<file path="src/hdl/cgs_ram.sv">
// generic single-port-write, registered-read ram
`default_nettype none
module cgs_ram #(
  parameter int W = 32,
  parameter int D = 16
) (
  input  wire logic                 clk,
  input  wire logic                 we,
  input  wire logic [$clog2(D)-1:0] waddr,
  input  wire logic [W-1:0]         wdata,
  input  wire logic [$clog2(D)-1:0] raddr,
  output logic      [W-1:0]         rdata
);
  logic [W-1:0] mem [D];

  always_ff @(posedge clk) begin
    if (we) begin
      mem[waddr] <= wdata;
    end
    rdata <= mem[raddr];
  end
endmodule
`default_nettype wire

</file>
<file path="config.mk">
export PLATFORM = sky130hd
export DESIGN_NAME = cgs_ram
export DESIGN_NICKNAME = d
export VERILOG_FILES = /design/src/hdl/cgs_ram.sv
export SDC_FILE = /design/constraint.sdc
export NUM_CORES = 1
export LEC_CHECK = 0
export BUFFER_PORTS_ARGS = -buffer_cell sky130_fd_sc_hd__buf_2
export CAP_MARGIN = 0
export CELL_PAD_IN_SITES_DETAIL_PLACEMENT = 0
export CELL_PAD_IN_SITES_GLOBAL_PLACEMENT = 1
export CORE_MARGIN = 1
export CORE_UTILIZATION = 50
export CTS_CLUSTER_SIZE = 8
export DETAILED_ROUTE_END_ITERATION = 8
export HOLD_SLACK_MARGIN = 0.06
export PLACE_DENSITY = 0.8
export SLEW_MARGIN = 20
export SYNTH_ARGS = -nofsm -noshare
export SYNTH_HDL_FRONTEND = slang
export SYNTH_SLANG_ARGS = --single-unit
export TNS_END_PERCENT = 5
</file>
<file path="constraint.sdc">
create_clock -name clk -period 4.4 [get_ports clk]
set_clock_uncertainty 0.15 [all_clocks]
set_input_delay 0.22 -clock clk [delete_from_list [all_inputs] [get_ports clk]]
set_output_delay 0.22 -clock clk [all_outputs]
set_load 0.01 [all_outputs]
</file>
==> Yosys cells after proc, flatten, opt, wreduce, memory -nomap -nowiden <==
Memory sizes are Yosys's and may differ from the RTL's. A register that Yosys moved wholly into a read port is not among the register bits.
Index checks and enable logic that the tools add are counted.
{ "totals": {"ff_bits": 0, "mem_bits_rw": 512, "in_bits": 42, "output_inout_bits": 32, "word_cells": 3, "memories": 1} }
{ "op_classes": {"mux": 2} }
{ "mem_list": {"columns": ["name", "depth", "word_bits", "read_ports", "rd_clocked_by_memory_dff", "write_ports", "line_no", "source"], "rows": [
  ["mem", 16, 32, 1, 1, 1, "14", "logic [W-1:0] mem [D];"]
]} }
{ "op_table": {"columns": ["cell", "n"], "rows": [
  ["$mux W1", 2]
]} }

==> Longest topological paths before layout <==
{ "depth": {"word_depth": 2, "mapped_depth": 5, "depth_no_buf": 3} }

==> Least setup slack after synthesis <==
No wires, ideal clock.
{ "synth_path": {"path_kind": "input to register", "startpoint": "input port waddr[2]", "endpoint": "memory mem[0][0], enable pin", "setup_time_ns": 0.461, "arrival_time_ns": 2.938, "t_required_ns": 3.789, "path_slack_ns": 0.850, "cell_stages": 2, "n_path_buf": 0, "path_cell_list": "or3b_2 > nor3_1"} }
{ "synth_rtl": {"columns": ["item", "line_no", "source"], "rows": [
  ["start: declaration", "9", "input wire logic [$clog2(D)-1:0] waddr,"],
  ["end: declaration", "14", null]
]} }
No word-level cell before the write port.

==> Final worst setup path <==
{ "layout_path": {"startpoint": "input port waddr[3]", "endpoint": "memory mem[6][19], enable pin"} }
No word-level cell before the write port.

==> results summary <==
The design area is between 20000 and 25000 µm². The iteration-0 DRC count of the detailed router came out at between 1000 and 1500. The clock latency reported for the late side of the worst-skew pair came out at 570 ps.

The via-per-instance ratio came out at between 5 and 6. In this run the static leakage power is roughly 7.7 nW. The startpoint identified for the worst hold timing path is raddr[2].

The area occupied by registers came out at between 15000 and 20000 µm². The transition at the pin with the smallest max-transition slack came out at about 1200 ps. In this run the critical register-to-register path is captured at rdata[5].

Walking the worst path, the cells encountered are buf_2, nand3b_1, nor2_4, buf_4. Of all flip-flops after synthesis, the portion carrying an async set or reset was 0%. The count of antenna diodes in the layout is 0. The detailed-routing iteration count for the pre-antenna-repair pass is 5. The all-layer global routing usage came out at between 20 and 25%.

The number of clock sinks seen by CTS is roughly 540. The worst reg2reg path startpoint is mem[3][5]. The non-filler instance count after layout came out at approximately 1600. Of the post-synthesis cell area, the dominant cell type holds between 70% and 80%. Final hold analysis gives a worst-case slack of about 83 ps. The reg2reg setup slack is between 2000 and 3000 ps.

The number of hold-slack violations in the final timing report came out at 0. The number of enable-type register cells in the synthesized netlist came out at 512. The footprint of the multi-input gates is ~3700 µm².

The final net count came out at 1047. In the finished design, the share of the clock period the worst path needs comes to a little over two fifths. The cell area power density is around 500 nW/µm². The count of unique library cells instantiated by Yosys came out at 18. Counting every instance in the synthesized netlist gives about 840. The initial antenna violation count is 2. The largest fanout of any net on the critical path is 22. The number of buffers and inverters on the critical path is 2. For this block, the via count after detailed routing is between 9000 and 10000. The number of cells on the worst hold path is 4. TritonCTS created 77 clock buffers. The placement-stage worst setup slack came out at 1870 ps. The number of H-tree branching levels came out at 3. After detailed routing, the average wire length per cell comes to approximately 27 µm. The setup TNS is 0 ps.

The maximum clock frequency came out at around 0.52 GHz. Clock-pin slew was measured on the worst setup and hold paths at 50 ps. Setup slack on the critical path of the routed design comes to approximately 2500 ps. At the worst endpoint, the required time is around 4500 ps. Sorting the synthesized cells by area gives the leading types as edfxtp_1 (77%), mux4_2 (15%), dfxtp_1 (3.2%). For this configuration, the core starts out at a cell density of between 50% and 60%. After synthesis the netlist holds a flip-flop and latch count of roughly 540. The utilization after layout came out at between 60% and 70%.

The fraction of final layout cells sized beyond drive strength 1 is between 30% and 40%. The remaining antenna violation count is 0. In this run the mean area of a mapped cell was about 24 µm². The family with the most delay on the worst path is simple AND/OR/NAND/NOR gates. The launching element type of the critical path is a primary input. In the post-synthesis netlist, the cell with the most instances is edfxtp_1. The flow ran to the end, and the final reports show no timing, DRC or antenna violations. Routability-driven placement finished with a final weighted congestion of 0.731. Measured along the x axis, the die boundary spans 201 µm. The worst path arrival time came out at a little over 2000 ps. The endpoint class of the critical path is a flop.

The class of the tightest hold or removal check is primary input to flop. The smallest clock period supported by the final layout is computed as between 1500 and 2000 ps. The worst reg2reg path depth is 3. The overall routed net length is between 40000 and 50000 µm. Across the VDD grid, the largest voltage drop is 0.316 mV.

The final HPWL from detailed placement is ~22000 µm. The slowest stage of the critical path belongs to the cell nor2_4. The synthesized design spends more area on one cell type than any other, namely edfxtp_1. The DRC violation count after routing is 0. The die covers about 41000 µm².

The CTS tree is yes. The share of the yosys chip area belonging to registers is 80.7%. The maximum number of pins on one net before global-route repair is 60. In the synthesized netlist, the cells that appear most often are edfxtp_1 (512), mux4_2 (128), a22oi_1 (64).

The total of fill cells in the finished design came out at between 2000 and 3000. The end point of the most critical hold path is rdata[2]. The floorplan step set the die height to 201 µm. The total of warnings raised by yosys is 0. The placed standard-cell area is roughly 21000 µm². In this run, placement finished with an instance count of between 1000 and 1500. The layout overhead on the synthesized area came out at 19.1%. The clock passes through at most 3 buffers. The peak per-stage delay on the critical path came out at between 800 and 900 ps.

The power after layout came out at approximately 12 mW. The number of top-level pins came out at between 70 and 80. The root buffer cell is clkbuf_16. The worst max-slew margin expressed relative to the limit came out at a little over a fifth.

The count of buffers from port buffering is 73. The classification of the worst setup path is primary input to flop. The number of post-CTS setup repair buffers is 0. The via count of the first global-routing pass came out at roughly 10000. The site row count came out at 72. Setup violations remaining at the end of the flow were counted as 0.

The area of the core region is between 30000 and 40000 µm². The count of maximum capacitance violations is 0. The overflow left after global routing is 0. The number of pins with negative max-slew slack in the final report is 0. The combined area of all synthesized cells came out at between 15000 and 20000 µm².

The most common flop cell mapped by yosys is edfxtp_1. Setup repair after global routing left no endpoint under its margin. The wire length of the first global-routing pass came out at 63800 µm. The number of nets handed over by synthesis was 880.
==> per-layer routing <==
metal / GRT usage (%) / routed length [µm]
met5: 0 / 27
met4: 7.01 / 793
met1: 31.0 / 17600
met2: 33.5 / 20400
met3: 4.78 / 3670
==> flip-flops by register name, indices dropped and copies added (netlist names) <==
signal and count:
mem 512, rdata 32
==> how the worst max path moves through the flow <==
stage	start	slack (ps)	cells after the start	endpoint
3_3_place_gp	raddr[0]	1870	5	rdata[31]
3_5_place_dp	raddr[0]	1870	5	rdata[14]
2_1_floorplan	waddr[2]	850	2	mem[0][0]
6_report	waddr[3]	2480	4	mem[6][19]
4_1_cts	raddr[0]	2450	5	rdata[12]
5_1_grt	raddr[0]	2290	5	rdata[14]
==> final cells by class <==
type                    count  share of cell area, %
clock buffers             132                   9.29
clock inverters             4                  0.180
multi-input cells         251                   15.9
flip-flops and latches    544                   67.7
well taps                 518                   2.74
repair buffers            131                   4.24
==> logic make-up after synthesis <==
group	after synthesis	share of synthesized area (%)
simple gates	59	1.27
mux	128	14.5
buf+inv	43	1.12
flops	544	80.7
compound gates	64	2.42
==> power breakdown <==
| part | internal, mW | total (mW) | switching, mW | leakage [nW] |
|---|---|---|---|---|
| registers | 5.81 | 5.85 | 0.0395 | 4.89 |
| clock network | 3.36 | 5.41 | 2.05 | 1.07 |
| logic | 0.229 | 0.542 | 0.313 | 1.73 |
==> placed cells by master, fill, tap and decap left out, types with 3 or more instances in the layout <==
master,count
nor3_2,4
nand2_1,33
buf_12,4
clkbuf_1,52
buf_16,3
buf_4,20
mux4_2,128
edfxtp_1,512
buf_2,71
clkbuf_16,80
dfxtp_1,32
nor2_4,13
dlygate4sd3_1,32
a22oi_1,64
inv_6,3
==> worst register-to-register path: stages (launching register included) <==
cell      delay (ps)
edfxtp_1         390
mux4_2           500
a22oi_1          320
nand2_1          110
==> repair_timing <==
| action | in CTS | in global routing |
|---|---|---|
| hold endpoints to repair | 512 | 0 |
| gates resized for setup | 0 | 0 |
| hold buffers | 32 | 0 |
Power figures use the tool's default switching activity.
