## src/hdl/cgs_pkg.sv

```systemverilog
// shared types, constants and arithmetic helpers of the solver core
`default_nettype none
package cgs_pkg;

  localparam int DATA_W    = 32;
  localparam int ACC_W     = 64;
  localparam int IDX_W     = 4;
  localparam int ITER_W    = 7;
  localparam int SIZE_W    = 5;
  localparam int ACT_W     = 2;
  localparam int CFG_IDX_W = 1;
  localparam int DIV_STEPS = 48;
  localparam int DIV_CNT_W = 6;

  typedef enum logic [ACT_W-1:0] {
    ACT_LOAD_A = 2'd0,
    ACT_LOAD_B = 2'd1,
    ACT_SOLVE  = 2'd2
  } action_t;

  typedef enum logic [CFG_IDX_W-1:0] {
    CFG_SIZE = 1'd0,
    CFG_TOL  = 1'd1
  } cfg_reg_t;

  typedef struct packed {
    logic                     start;
    logic signed [DATA_W-1:0] num;
    logic signed [DATA_W-1:0] den;
  } div_req_t;

  typedef struct packed {
    logic                     done;
    logic signed [DATA_W-1:0] quo;
  } div_rsp_t;

  localparam logic signed [ACC_W-1:0] S64_MAX = {1'b0, {(ACC_W-1){1'b1}}};
  localparam logic signed [ACC_W-1:0] S64_MIN = {1'b1, {(ACC_W-1){1'b0}}};
  localparam logic signed [ACC_W-1:0] S32_MAX_X = 64'sd2147483647;
  localparam logic signed [ACC_W-1:0] S32_MIN_X = -64'sd2147483648;
  localparam logic signed [DATA_W-1:0] S32_MAX = 32'sh7FFFFFFF;
  localparam logic signed [DATA_W-1:0] S32_MIN = 32'sh80000000;

  function automatic logic signed [ACC_W-1:0] sat_add64(input logic signed [ACC_W-1:0] a,
                                                        input logic signed [ACC_W-1:0] b);
    logic signed [ACC_W:0] s;
    s = {a[ACC_W-1], a} + {b[ACC_W-1], b};
    if (s[ACC_W] != s[ACC_W-1]) begin
      return s[ACC_W] ? S64_MIN : S64_MAX;
    end
    return s[ACC_W-1:0];
  endfunction

  function automatic logic signed [DATA_W-1:0] sat32(input logic signed [ACC_W-1:0] v);
    if (v > S32_MAX_X) begin
      return S32_MAX;
    end
    if (v < S32_MIN_X) begin
      return S32_MIN;
    end
    return v[DATA_W-1:0];
  endfunction

endpackage
`default_nettype wire

```

## src/hdl/cgs_div.sv

```systemverilog
// iterative signed divider for (num * 2^16) / den, one quotient bit a cycle
`default_nettype none
module cgs_div import cgs_pkg::*; (
  input  wire logic     clk,
  input  wire logic     rst_n,
  input  wire div_req_t req,
  output div_rsp_t      rsp
);
  localparam int QW = DIV_STEPS;

  logic                 busy_r, busy_nxt;
  logic                 done_r, done_nxt;
  logic [DIV_CNT_W-1:0] cnt_r, cnt_nxt;
  logic [DATA_W-1:0]    rem_r, rem_nxt;
  logic [QW-1:0]        dvd_r, dvd_nxt;
  logic [DATA_W-1:0]    den_r, den_nxt;
  logic                 neg_r, neg_nxt;

  logic [DATA_W:0] num_x, den_x, num_mag, den_mag, rem_sh;
  logic            ge;

  always_comb begin
    num_x   = {req.num[DATA_W-1], req.num};
    den_x   = {req.den[DATA_W-1], req.den};
    num_mag = num_x[DATA_W] ? (DATA_W+1)'(-num_x) : num_x;
    den_mag = den_x[DATA_W] ? (DATA_W+1)'(-den_x) : den_x;
    rem_sh  = {rem_r, dvd_r[QW-1]};
    ge      = rem_sh >= {1'b0, den_r};

    busy_nxt = busy_r;
    done_nxt = 1'b0;
    cnt_nxt  = cnt_r;
    rem_nxt  = rem_r;
    dvd_nxt  = dvd_r;
    den_nxt  = den_r;
    neg_nxt  = neg_r;
    if (req.start) begin
      busy_nxt = 1'b1;
      cnt_nxt  = DIV_CNT_W'(QW - 1);
      rem_nxt  = '0;
      dvd_nxt  = {num_mag[DATA_W-1:0], 16'h0000};
      den_nxt  = den_mag[DATA_W-1:0];
      neg_nxt  = req.num[DATA_W-1] ^ req.den[DATA_W-1];
    end else if (busy_r) begin
      rem_nxt = ge ? DATA_W'(rem_sh - {1'b0, den_r}) : rem_sh[DATA_W-1:0];
      dvd_nxt = {dvd_r[QW-2:0], ge};
      if (cnt_r == '0) begin
        busy_nxt = 1'b0;
        done_nxt = 1'b1;
      end else begin
        cnt_nxt = cnt_r - 1'b1;
      end
    end
  end

  always_ff @(posedge clk) begin
    if (!rst_n) begin
      busy_r <= 1'b0;
      done_r <= 1'b0;
      cnt_r  <= '0;
    end else begin
      busy_r <= busy_nxt;
      done_r <= done_nxt;
      cnt_r  <= cnt_nxt;
    end
    rem_r <= rem_nxt;
    dvd_r <= dvd_nxt;
    den_r <= den_nxt;
    neg_r <= neg_nxt;
  end

  always_comb begin
    rsp.done = done_r;
    if (!neg_r) begin
      rsp.quo = (dvd_r > QW'(32'h7FFFFFFF)) ? S32_MAX : dvd_r[DATA_W-1:0];
    end else begin
      rsp.quo = (dvd_r > QW'(32'h80000000)) ? S32_MIN : DATA_W'(-dvd_r[DATA_W-1:0]);
    end
  end
endmodule
`default_nettype wire

```

## config.mk

```make
export PLATFORM = sky130hd
export DESIGN_NAME = cgs_div
export DESIGN_NICKNAME = d
export VERILOG_FILES = /design/src/hdl/cgs_pkg.sv /design/src/hdl/cgs_div.sv
export SDC_FILE = /design/constraint.sdc
export NUM_CORES = 1
export LEC_CHECK = 0
export BUFFER_PORTS_ARGS = -buffer_cell sky130_fd_sc_hd__buf_2
export CAP_MARGIN = 25
export CORE_MARGIN = 4
export CORE_UTILIZATION = 54
export DETAILED_ROUTE_END_ITERATION = 6
export PLACE_DENSITY = 0.76
export SYNTH_ARGS = -nofsm -noshare
export SYNTH_HDL_FRONTEND = slang
export SYNTH_SLANG_ARGS = --single-unit
```

## constraint.sdc

```tcl
create_clock -name clk -period 2.8 [get_ports clk]
set_input_delay 0.14 -clock clk [delete_from_list [all_inputs] [get_ports clk]]
set_output_delay 0.14 -clock clk [all_outputs]
set_load 0.02 [all_outputs]
```

# ---- Word-level counts from Yosys, hierarchy flattened
# Cells that the tools add are included.
dict set report word_totals {
  elab_cells 44
  output_inout_bits 33
  regBits 121
}
dict set report op_classes {
  n_mux 15
  eq_ne 1
  bitwise_logic 4
  n_reduce_logical 6
  n_lt_le_gt_ge 3
  add_sub_neg 5
}
# operator count
set op_table {}
lappend op_table {{32-bit two-way mux} 5}
lappend op_table {{48-bit two-way mux} 2}
lappend op_table {{32-bit negator} 3}
lappend op_table {{48-bit by 31-bit greater-than comparator with 1-bit output, second input constant} 1}
lappend op_table {{48-bit by 32-bit greater-than comparator with 1-bit output, second input constant} 1}
lappend op_table {{33-bit by 32-bit >= comparator with 1-bit output} 1}
lappend op_table {{32-bit subtractor} 1}
lappend op_table {{31-bit two-way mux} 1}
lappend op_table {{6-bit two-way mux} 3}
lappend op_table {{6-bit zero test} 1}
lappend op_table {{6-bit by 1-bit subtractor with 6-bit output, second input constant} 1}
lappend op_table {{1-bit two-way mux} 4}
lappend op_table {{2-bit AND reduction} 2}
lappend op_table {{1-bit inverter} 3}
lappend op_table {{3-bit OR reduction} 1}
lappend op_table {{2-bit != test, second input constant} 1}
lappend op_table {{2-bit nonzero test} 1}
lappend op_table {{2-bit OR reduction} 1}
lappend op_table {{1-bit bitwise XOR} 1}

# ---- Logic depth before layout (Yosys ltp)
# Gate-level depths: netlist of run 1.
dict set report logic_depth {
  word_depth 4
  mapped_depth 12
  ltp_nobuf 11
}

# ---- Least setup slack after synthesis of run 1
# OpenSTA, ideal clock, no wires.
dict set report synth_path {
  path_type {register to output}
  startpoint {register dvd_r[0]}
  endpoint {output port rsp[19] (netlist name)}
  required_ps 2660
  stages_incl_launch_ff 10
  t_arrival_ps 3417
  path_slack_ps -757
  cell_sequence {dfxtp_1 > inv_1 > ha_1 > or3b_2 > nor4_1 > nand4_1 > o41ai_4 > nand2_1 > clkbuf_1 > o311ai_0}
}
# element line
set synth_lines {}
lappend synth_lines {{start: declaration} cgs_div.sv:15} ;# logic [QW-1:0] dvd_r, dvd_nxt;
lappend synth_lines {{start signal: assignment} cgs_div.sv:67} ;# dvd_r <= dvd_nxt;
lappend synth_lines {{end: declaration} cgs_div.sv:7} ;# output div_rsp_t rsp

==> results.yml, run 1 <==
die:
  start_util: 0.556
  dieArea_sq_um: 18600
  die_h_microns: 136
  placeableCoreArea_sq_um: 16000
  die_width_microns: 136
  io_pins: 100
  rows: 46
power_and_ir_drop:
  comb_power_share: 0.277
  p_sw_mw: 2.01
  power.leakage_nw: 4.82
  p_seq_frac: 0.347
  power_density_nw_per_um2: 526
  p_int_mw: 4.24
  peakVddDrop_uv: 418
  swShare: 0.322
  clockPowerShare: 0.376
placement:
  hpwl_mm: 17.0
  post-place-ws_ns: -0.255
  port_buffers: 99
  gp_congestion: 0.916
  dp.cells: 1413
grt:
  grt_usage: 0.270
  grt_max_degree: 76
  grt.overflow.total: 0
  grt_pass1_wl_mm: 40.6
  antenna_found_initial: 0
  grt_pass1_vias: 8529
layout:
  antennaDiodeCount: 0
  nets: 1345
  drive_gt1_frac: 0.302
  area_growth_syn_to_layout_pct: 33.7
  final_cell_mix: "nand2_1, buf_4, nor2_1"
  fin_cells: 1469
  final_common_cell: "nand2_1"
cts:
  clock_latency_ns: 0.43
  cts_max_path_buffers: 2
  ctsHtreeMaxLevel: 4
  numCtsBuffers: 17
  clock_sinks: 121
  root_buffer: "clkbuf_16"
  clk_pin_slew_ns: 0.06
  cts_tree: "done"
critical_path:
  cp_num_buf_inv: 1
  cpPeakStageDelay_ns: 0.61
  rr_endpoint: "rem_r[30]"
  arrival_ns: 3.22
  critPathTopFamily: "simple AND/OR/NAND/NOR gates"
  r2r-start: "dvd_r[47]"
  reg2reg_slack_ns: 0.12
  ff2ff_path_depth: 13
  worstSetupStartpointType: "flop"
  worst-path-max-fanout: 3
  path_common_cell: "or3_4"
  cp_slowest_cell: "or4_1"
  critPathKind: "flop to output pin"
  cp.required_ns: 2.66
  path_cells: "or4_1 -> nor4_4 -> nand4_1 -> or3_4 -> or3_4 -> nor2_4 -> mux2i_2 -> a21oi_1 -> buf_4"
  critPathCaptureType: "output pin"
timing:
  rsz0062_at_grt: "yes"
  min_period_ns: 3.36
  clock_skew_ns: 0.00831
  slew_viol_final: 0
  period_share: 1.20
  setup_ws_ns: -0.562
  finalSetupViolCount: 32
  maxSlewHeadroom: 0.373
  fmax_mhz: 297
  tightest_slew_ns: 0.937
  finalHoldViolCount: 0
logic_synthesis:
  synth_top_area_share: 0.220
  synth_cell_types: 71
  synth_edf_count: 65
  yosys_warnings: 0
  synth_area_sq_um: 8890
  ys_seq_area_frac: 0.346
  synthArstFlopShare: 0
  syn_nets: 1157
  syn_inst: 1052
  yosysTopAreaCell: "edfxtp_1"
  synthTopCellsByArea: "edfxtp_1, dfxtp_1, nand2_1, ha_1, xnor2_1"
  synth_flop_cell: "edfxtp_1"
  synth_area_per_cell_sq_um: 8.45
  ys_ff_latch: 121
hold_path:
  hp-start: "req[20]"
  min_path_type: "input port to flop"
  whs_endpoint: "den_r[20]"
  min_path_cells: 2
job:
  cap_violations: 0
detailed_routing:
  drc: 0
  wl_per_cell_microns: 17.4
  routed_wl_mm: 25.6
  dr_wl_met3_mm: 1.43
  ant_nets: 0
  wirelength_met1_mm: 10.6
  wl_met2_mm: 13.0
  dr.pass1.iters: 5
  drtIter0Drc: 737
  top_layer_used: "met4"
  viasPerCell: 6.04
  num_vias: 8866
status:
  violations: "setup timing"
  status: "complete, but fails checks"
## worst max path at each step
stage               slack (ns)  startpoint   endpoint  depth (start not counted)
floorplan                -0.07      req[0]  den_r[29]                          8
global placement         -0.22      req[0]  den_r[29]                          9
detailed placement       -0.25      req[0]  den_r[29]                          9
CTS                      -0.50   dvd_r[13]    rsp[22]                         10
global route             -0.61    dvd_r[2]    rsp[29]                         10
finish                   -0.56    dvd_r[0]    rsp[31]                          9
## cells by family (layout without fill, tap and decap cells)
logic type / Yosys count / in the layout / synth area share
flip-flops: 121 / 121 / 0.346
AO/OA/AOI/OAI: 293 / 293 / 0.223
buffers and inverters: 107 / 308 / 0.0457
multiplexers: 34 / 34 / 0.0383
XOR/XNOR: 85 / 85 / 0.0837
AND/OR/NAND/NOR: 374 / 374 / 0.209
adder cells (fa/ha/maj): 38 / 38 / 0.0543
## metrics by stage
stage	util	hold slack (ns)	setup TNS (ns)	total power [mW]	cell area [sq um]
2_1_floorplan	-	0.239	-0.0656	3.20	9110
5_1_grt	0.743	0.00900	-14.76	6.55	11900
4_1_cts	0.718	0.00648	-13.42	6.15	11500
3_3_place_gp	0.652	0.428	-1.15	3.66	10400
3_5_place_dp	0.652	0.438	-2.30	3.70	10400
6_report	0.743	0.0190	-11.52	6.26	11900
## synth_stat cells (34+ instances only)
library cell,number
a21oi_1,49
o21ai_0,85
edfxtp_1,65
inv_1,53
xnor2_1,51
nor2_1,84
clkbuf_1,45
dfxtp_1,56
xor2_1,34
ha_1,37
mux2i_1,34
nand2_1,124
## routing by layer
layer / vias up / track usage
met5: - / 0
met4: 0 / 0.0969
met3: 55 / 0.0440
met2: 329 / 0.470
met1: 4221 / 0.338
li1: 4261 / -
## layout make-up
type	instances	area [sq um]
Multi-Input combinational cell	824	6020
Fill cell	1176	4110
Sequential cell	121	3080
Timing Repair Buffer	222	1690
Clock buffer	17	425
Tap cell	216	270
Inverter	54	203
Clock inverter	15	201
## state kept, by name, summed over array words and instances, names as in the netlist
signal  cells
dvd_r      48
den_r      32
rem_r      32
cnt_r       6
busy_r      1
done_r      1
neg_r       1
## power by group through the flow
stage / sequential (mW) / clock [mW] / combinational [mW]
4_1_cts: 2.16 / 2.39 / 1.61
3_3_place_gp: 2.18 / 0 / 1.48
2_1_floorplan: 2.15 / 0 / 1.04
5_1_grt: 2.18 / 2.48 / 1.89
6_report: 2.17 / 2.36 / 1.73
3_5_place_dp: 2.19 / 0 / 1.51
## worst reg2reg max path: stages (launching register included)
cell and delay (ns):
edfxtp_1 0.37, buf_4 0.14, inv_1 0.04, ha_2 0.19, fa_2 0.39, nand2b_4 0.16, a21oi_4 0.18, o21ai_1 0.13
a21oi_1 0.16, buf_4 0.15, o21ai_0 0.14, a31oi_1 0.16, nor4b_1 0.07, o31a_1 0.29
## repair_timing
| item | in CTS | in global routing |
|---|---|---|
| setup endpoints to repair | 34 | 65 |
| gates cloned | 0 | 0 |
| pin swaps | 32 | 40 |
| hold buffers | 2 | 0 |
| buffers inserted | 13 | 10 |
| gates resized for setup | 99 | 83 |
| hold endpoints to repair | 2 | 0 |
No activity file was read; power rests on OpenSTA's default activity.
==> inputs of run 2 (changes only) <==
--- a/config.mk
+++ b/config.mk
@@ -10,7 +10,9 @@
 export CORE_MARGIN = 4
 export CORE_UTILIZATION = 54
 export DETAILED_ROUTE_END_ITERATION = 6
+export GPL_TIMING_DRIVEN = 0
 export PLACE_DENSITY = 0.76
+export REMOVE_ABC_BUFFERS = 1
 export SYNTH_ARGS = -nofsm -noshare
 export SYNTH_HDL_FRONTEND = slang
 export SYNTH_SLANG_ARGS = --single-unit
==> run 2 against run 1 <==
  * The flow still finishes with violations (setup timing)
  * Final cell count shrank 3.2%
  * Clock skew increased by 0.0020 ns
  * Routed wire length rose by 7.7%
  * Setup slack got worse by 0.035 ns
  * First-iteration DRC count grew 44%
  * Non-clock buffer count fell by 54
  * Sequential power about the same
==> results.yml, run 2 (synthesized netlist as in run 1, its figures left out) <==
cts:
  clk_pin_slew_ns: 0.06
  root_buffer: "clkbuf_16"
  clock_latency_ns: 0.42
  clock_sinks: 121
  ctsHtreeMaxLevel: 4
  numCtsBuffers: 17
  cts_tree: "done"
  cts_max_path_buffers: 2
grt:
  grt.overflow.total: 0
  grt_max_degree: 47
  antenna_found_initial: 2
  grt_pass1_vias: 8109
  grt_util_met3: 0.0574
  grt_use_met1: 0.364
  met2_usage: 0.409
  grt_usage: 0.264
  grt_pass1_wl_mm: 39.8
  gr-max-usage-layer: "met2"
detailed_routing:
  drtIter0Drc: 1058
  viasPerCell: 6.42
  dr.pass1.iters: 7
  drc: 0
  ant_nets: 0
  wl_per_cell_microns: 19.4
  routed_wl_mm: 27.6
  num_vias: 9134
layout:
  regMostFlops: "dvd_r"
  nets: 1297
  num-fill-cells: 1128
  regArea_sq_um: 3090
  drive_gt1_frac: 0.278
  largest_reg_flops: 48
  final_common_cell: "nand2_1"
  multi_input_area_sq_um: 6170
  final_cell_mix: "nand2_1, nor2_1, o21ai_0"
  area_growth_syn_to_layout_pct: 30.3
  reg.largest.list: "dvd_r: 48 flops, den_r: 32 flops, rem_r: 32 flops"
timing:
  setup_ws_ns: -0.597
  finalHoldViolCount: 0
  fmax_mhz: 294
  min_period_ns: 3.40
  maxSlewHeadroom: 0.323
  slew_viol_final: 0
  period_share: 1.21
  tightest_slew_ns: 1.01
  clock_skew_ns: 0.0103
  rsz0062_at_grt: "yes"
  finalSetupViolCount: 32
placement:
  port_buffers: 99
  hpwl_mm: 15.7
  post-place-ws_ns: -1.61
  gp_congestion: 0.948
job:
  cap_violations: 0
status:
  status: "complete, but fails checks"
  violations: "setup timing"
critical_path:
  critPathKind: "flop to output pin"
  worst-path-max-fanout: 6
  critPathCaptureType: "output pin"
  cp.required_ns: 2.66
  arrival_ns: 3.26
  worstSetupStartpointType: "flop"
power_and_ir_drop:
  power_density_nw_per_um2: 522
  peakVddDrop_uv: 676
  p_total_mw: 6.05
  power.leakage_nw: 4.58
die:
  rows: 46
  io_pins: 100
  placeableCoreArea_sq_um: 16000
  dieArea_sq_um: 18600
  die_width_microns: 136
  start_util: 0.556
  die_h_microns: 136
hold_path:
  min_path_type: "input port to flop"
==> run 2: cell count changes in the layout (fill, tap and decap cells not counted), moves of 5 or more <==
cell     previous run  this run
buf_4             111        68
nand2_4             1         6
nand2_2            11         2
dfxtp_4             0         5
ha_2                7        13
inv_6               7         1
buf_6              39        21
nand2_1           112       117
ha_1               28        23
==> run 2: critical path, cell delays in order, from the launching register on <==
cell,delay (ns)
dfxtp_4,0.37
inv_4,0.06
ha_4,0.12
or3b_4,0.39
nor4_4,0.24
nand4_1,0.17
buf_6,0.18
nor3_4,0.19
a21oi_4,0.15
nor4_1,0.36
o21ai_0,0.23
o311ai_2,0.17
buf_4,0.21
==> run 2: metrics by stage <==
step,instance area [sq um],util,setup TNS [ns],cells,hold slack [ns]
2_1_floorplan,8690,-,-74.21,999,0.209
3_3_place_gp,9450,0.591,-239.49,1314,0.365
3_5_place_dp,9530,0.595,-59.17,1317,0.372
4_1_cts,10900,0.683,-11.34,1390,0.0228
5_1_grt,11600,0.724,-16.41,1422,0.0364
6_report,11600,0.724,-13.24,1422,0.0368
==> run 2: cell type report <==
cell class / count / area share
tap: 216 / 0.0233
timing repair buffer: 168 / 0.110
antenna: 1 / 0.000216
clock inverter: 11 / 0.0107
multi-input combinational: 830 / 0.532
sequential: 121 / 0.267
inverter: 54 / 0.0180
clock buffer: 21 / 0.0389
==> run 2: path summary, 6_finish.rpt <==
path | startpoint | to | slack, ns | cells after the start
setup / recovery | dvd_r[1] | rsp[11] | -0.60 | 12
hold / removal | req[10] | den_r[10] | 0.04 | 2
setup reg to reg | den_r[1] | rem_r[19] | 0.06 | 12
hold reg to reg | rem_r[1] | rem_r[1] | 0.50 | 2
==> run 2: metal layers <==
| layer | part of all wire | wire length [microns] | up-vias |
|---|---|---|---|
| met4 | 0.043 | 1200 | 2 |
| met2 | 0.46 | 12700 | 566 |
| met3 | 0.094 | 2600 | 132 |
| li1 | - | - | 4174 |
| met5 | 0.00044 | 12 | - |
| met1 | 0.40 | 11100 | 4260 |
==> run 2: timing repair <==
item,in CTS,in global routing
endpoints found under the hold margin,2,0
gates resized for setup,126,96
gates cloned,4,2
pin swaps,29,35
endpoints found under the setup margin,85,68
buffers inserted,35,30
hold buffers,2,0
==> run 2: report_power, final <==
part,switching (mW),total [mW],leakage [nW],internal (mW)
combinational,0.981,1.69,3.18,0.709
clock,0.838,2.17,0.275,1.33
sequential,0.149,2.19,1.12,2.04
==> inputs of run 3 (changes only) <==
--- a/config.mk
+++ b/config.mk
@@ -7,11 +7,13 @@
 export LEC_CHECK = 0
 export BUFFER_PORTS_ARGS = -buffer_cell sky130_fd_sc_hd__buf_2
 export CAP_MARGIN = 25
+export CELL_PAD_IN_SITES_DETAIL_PLACEMENT = 0
+export CELL_PAD_IN_SITES_GLOBAL_PLACEMENT = 2
 export CORE_MARGIN = 4
-export CORE_UTILIZATION = 54
+export CORE_UTILIZATION = 33
 export DETAILED_ROUTE_END_ITERATION = 6
 export GPL_TIMING_DRIVEN = 0
-export PLACE_DENSITY = 0.76
+export PLACE_DENSITY_LB_ADDON = 0.1
 export REMOVE_ABC_BUFFERS = 1
 export SYNTH_ARGS = -nofsm -noshare
 export SYNTH_HDL_FRONTEND = slang
==> run 3 against run 2 <==
  * Clock skew hardly changed
  * Die area is 59% higher
  * Highest routed layer is now met4
  * The run still ends with setup timing left
  * Via count down 9.9%
  * Sequential share of layout area is 0.77 points lower
  * Routed wire length grew 0.28%
  * Critical endpoint is now rsp[5]
  * Final cell count up 8.1%
  * Sequential power barely moved
  * Total power up 0.17%
  * Global-route usage down 8.2 points
  * Critical path depth rose by 3
  * Largest power group unchanged
  * Utilization shrank 27 points
==> results.yml, run 3 (synthesized netlist as in run 1, its figures left out) <==
die:
  placeableCoreArea_sq_um: 26300
  start_util: 0.338
  io_pins: 100
  dieArea_sq_um: 29600
  die_h_microns: 172
  rows: 59
  die_width_microns: 172
detailed_routing:
  dr.pass1.iters: 5
  wl_per_cell_microns: 18.0
  ant_nets: 0
  drtIter0Drc: 493
  num_vias: 8231
  viasPerCell: 5.36
  drc: 0
  routed_wl_mm: 27.7
critical_path:
  critPathKind: "flop to output pin"
  worstSetupStartpointType: "flop"
  critPathTopFamily: "buffers and inverters"
  cpPeakStageDelay_ns: 0.39
  critPathCaptureType: "output pin"
  path_common_cell: "buf_6"
  cp.required_ns: 2.66
  cp_slowest_cell: "or3b_4"
  cp_num_buf_inv: 7
  worst-path-max-fanout: 7
  path_cells: "inv_2 -> ha_4 -> or3b_4 -> nor4_4 -> nand4_1 -> buf_6 -> o41ai_4 -> buf_4 -> buf_6 -> buf_6 -> buf_12 -> a21o_1 -> nand2_1 -> o311ai_1 -> buf_2"
  arrival_ns: 3.06
layout:
  fin_util: 0.454
  final_common_cell: "nand2_1"
  area_growth_syn_to_layout_pct: 34.2
  antennaDiodeCount: 0
  largest_reg_flops: 48
  drive_gt1_frac: 0.295
  reg.largest.list: "dvd_r: 48 flops, den_r: 32 flops, rem_r: 32 flops"
  regMostFlops: "dvd_r"
  nets: 1294
  final_cell_mix: "nand2_1, nor2_1, buf_2"
cts:
  numCtsBuffers: 17
  clock_sinks: 121
  cts_tree: "done"
  clk_pin_slew_ns: 0.06
  ctsHtreeMaxLevel: 4
  cts_max_path_buffers: 2
  root_buffer: "clkbuf_16"
  clock_latency_ns: 0.42
timing:
  min_period_ns: 3.20
  finalHoldViolCount: 0
  fmax_mhz: 312
  finalSetupViolCount: 32
  rsz0062_at_grt: "yes"
  clock_skew_ns: 0.00996
  tightest_slew_ns: 0.874
  setup_ws_ns: -0.402
  setup_tns_ns: -9.44
  maxSlewHeadroom: 0.415
  period_share: 1.14
  slew_viol_final: 0
grt:
  antenna_found_initial: 0
  grt_pass1_vias: 7874
  grt_pass1_wl_mm: 43.4
  grt.overflow.total: 0
  grt_max_degree: 60
  grt_usage: 0.182
placement:
  gp_congestion: 0.814
  port_buffers: 99
  hpwl_mm: 18.6
power_and_ir_drop:
  p_int_mw: 4.05
  power.leakage_nw: 4.59
  comb_power_share: 0.282
  power_density_nw_per_um2: 508
  clockPowerShare: 0.358
  p_seq_frac: 0.359
  peakVddDrop_uv: 366
  p_sw_mw: 2.02
  swShare: 0.333
job:
  cap_violations: 0
hold_path:
  min_path_type: "input port to flop"
status:
  violations: "setup timing"
  status: "complete, but fails checks"
[run 3: cell count changes in the layout (fill, tap and decap cells not counted), sizes merged]
cell,previous run,this run
nand2,128,126
diode,1,0
buf,166,165
nor2,86,85
clkinv,7,5
clkbuf,21,22
bufinv,2,1
a21oi,50,49
clkinvlp,2,4
inv,54,56
[run 3: worst reg2reg max path: cells and delay by family, from the launching register on]
family | cells | cell delay [ns]
and+or+nand+nor | 5 | 1.05
buffers and inverters | 4 | 0.61
DFF | 1 | 0.34
adders and majority gates | 1 | 0.30
AOI/OAI and AO/OA | 2 | 0.29
[run 3: final timing paths]
kind / from / endpoint / slack, ns / depth (start not counted)
worst max register to register: den_r[22] / rem_r[21] / 0.13 / 12
worst min register to register: rem_r[1] / rem_r[1] / 0.50 / 2
worst min-delay path: req[10] / den_r[10] / 0.02 / 2
worst max-delay path: dvd_r[1] / rsp[5] / -0.40 / 15
[run 3: area by class of cell]
cell class / instances / area (sq um)
clock inverters: 12 / 119
flip-flops and latches: 121 / 3090
repair buffers: 169 / 1380
multi-input cells: 826 / 6270
inverters: 54 / 206
fillers: 2573 / 14400
well taps: 335 / 419
clock buffers: 20 / 447
[run 3: metrics by stage]
| stage | power, mW | hold WS, ns | std cells | instance area [sq um] | worst slack, ns |
|---|---|---|---|---|---|
| 6_report | 6.06 | 0.0188 | 1537 | 11900 | -0.402 |
| 4_1_cts | 5.92 | 0.00391 | 1506 | 11100 | -0.460 |
| 2_1_floorplan | 3.13 | 0.209 | 999 | 8690 | -1.19 |
| 3_3_place_gp | 3.59 | 0.372 | 1433 | 9600 | -3.99 |
| 5_1_grt | 6.40 | 0.0107 | 1537 | 11900 | -0.532 |
| 3_5_place_dp | 3.61 | 0.372 | 1439 | 9760 | -2.08 |
[run 3: power by group through the flow]
| stage | clock network, mW | registers, mW | logic (mW) |
|---|---|---|---|
| 2_1_floorplan | 0 | 2.18 | 0.951 |
| 3_3_place_gp | 0 | 2.23 | 1.36 |
| 3_5_place_dp | 0 | 2.21 | 1.40 |
| 4_1_cts | 2.22 | 2.18 | 1.53 |
| 5_1_grt | 2.30 | 2.20 | 1.89 |
| 6_report | 2.17 | 2.18 | 1.71 |
[run 3: timing repair]
item,in CTS,in global routing
endpoints found under the setup margin,67,78
gates resized for setup,133,128
hold buffers,2,0
setup buffers,32,28
pin swaps,28,43
hold endpoints to repair,2,0
gates cloned,1,3
[run 3: layer usage]
metal,vias to the layer above,GRT usage,share of wire
met5,-,0,0
met4,0,0.0400,0.011
met3,19,0.0274,0.036
met2,154,0.263,0.43
met1,3883,0.284,0.53
li1,4175,-,-
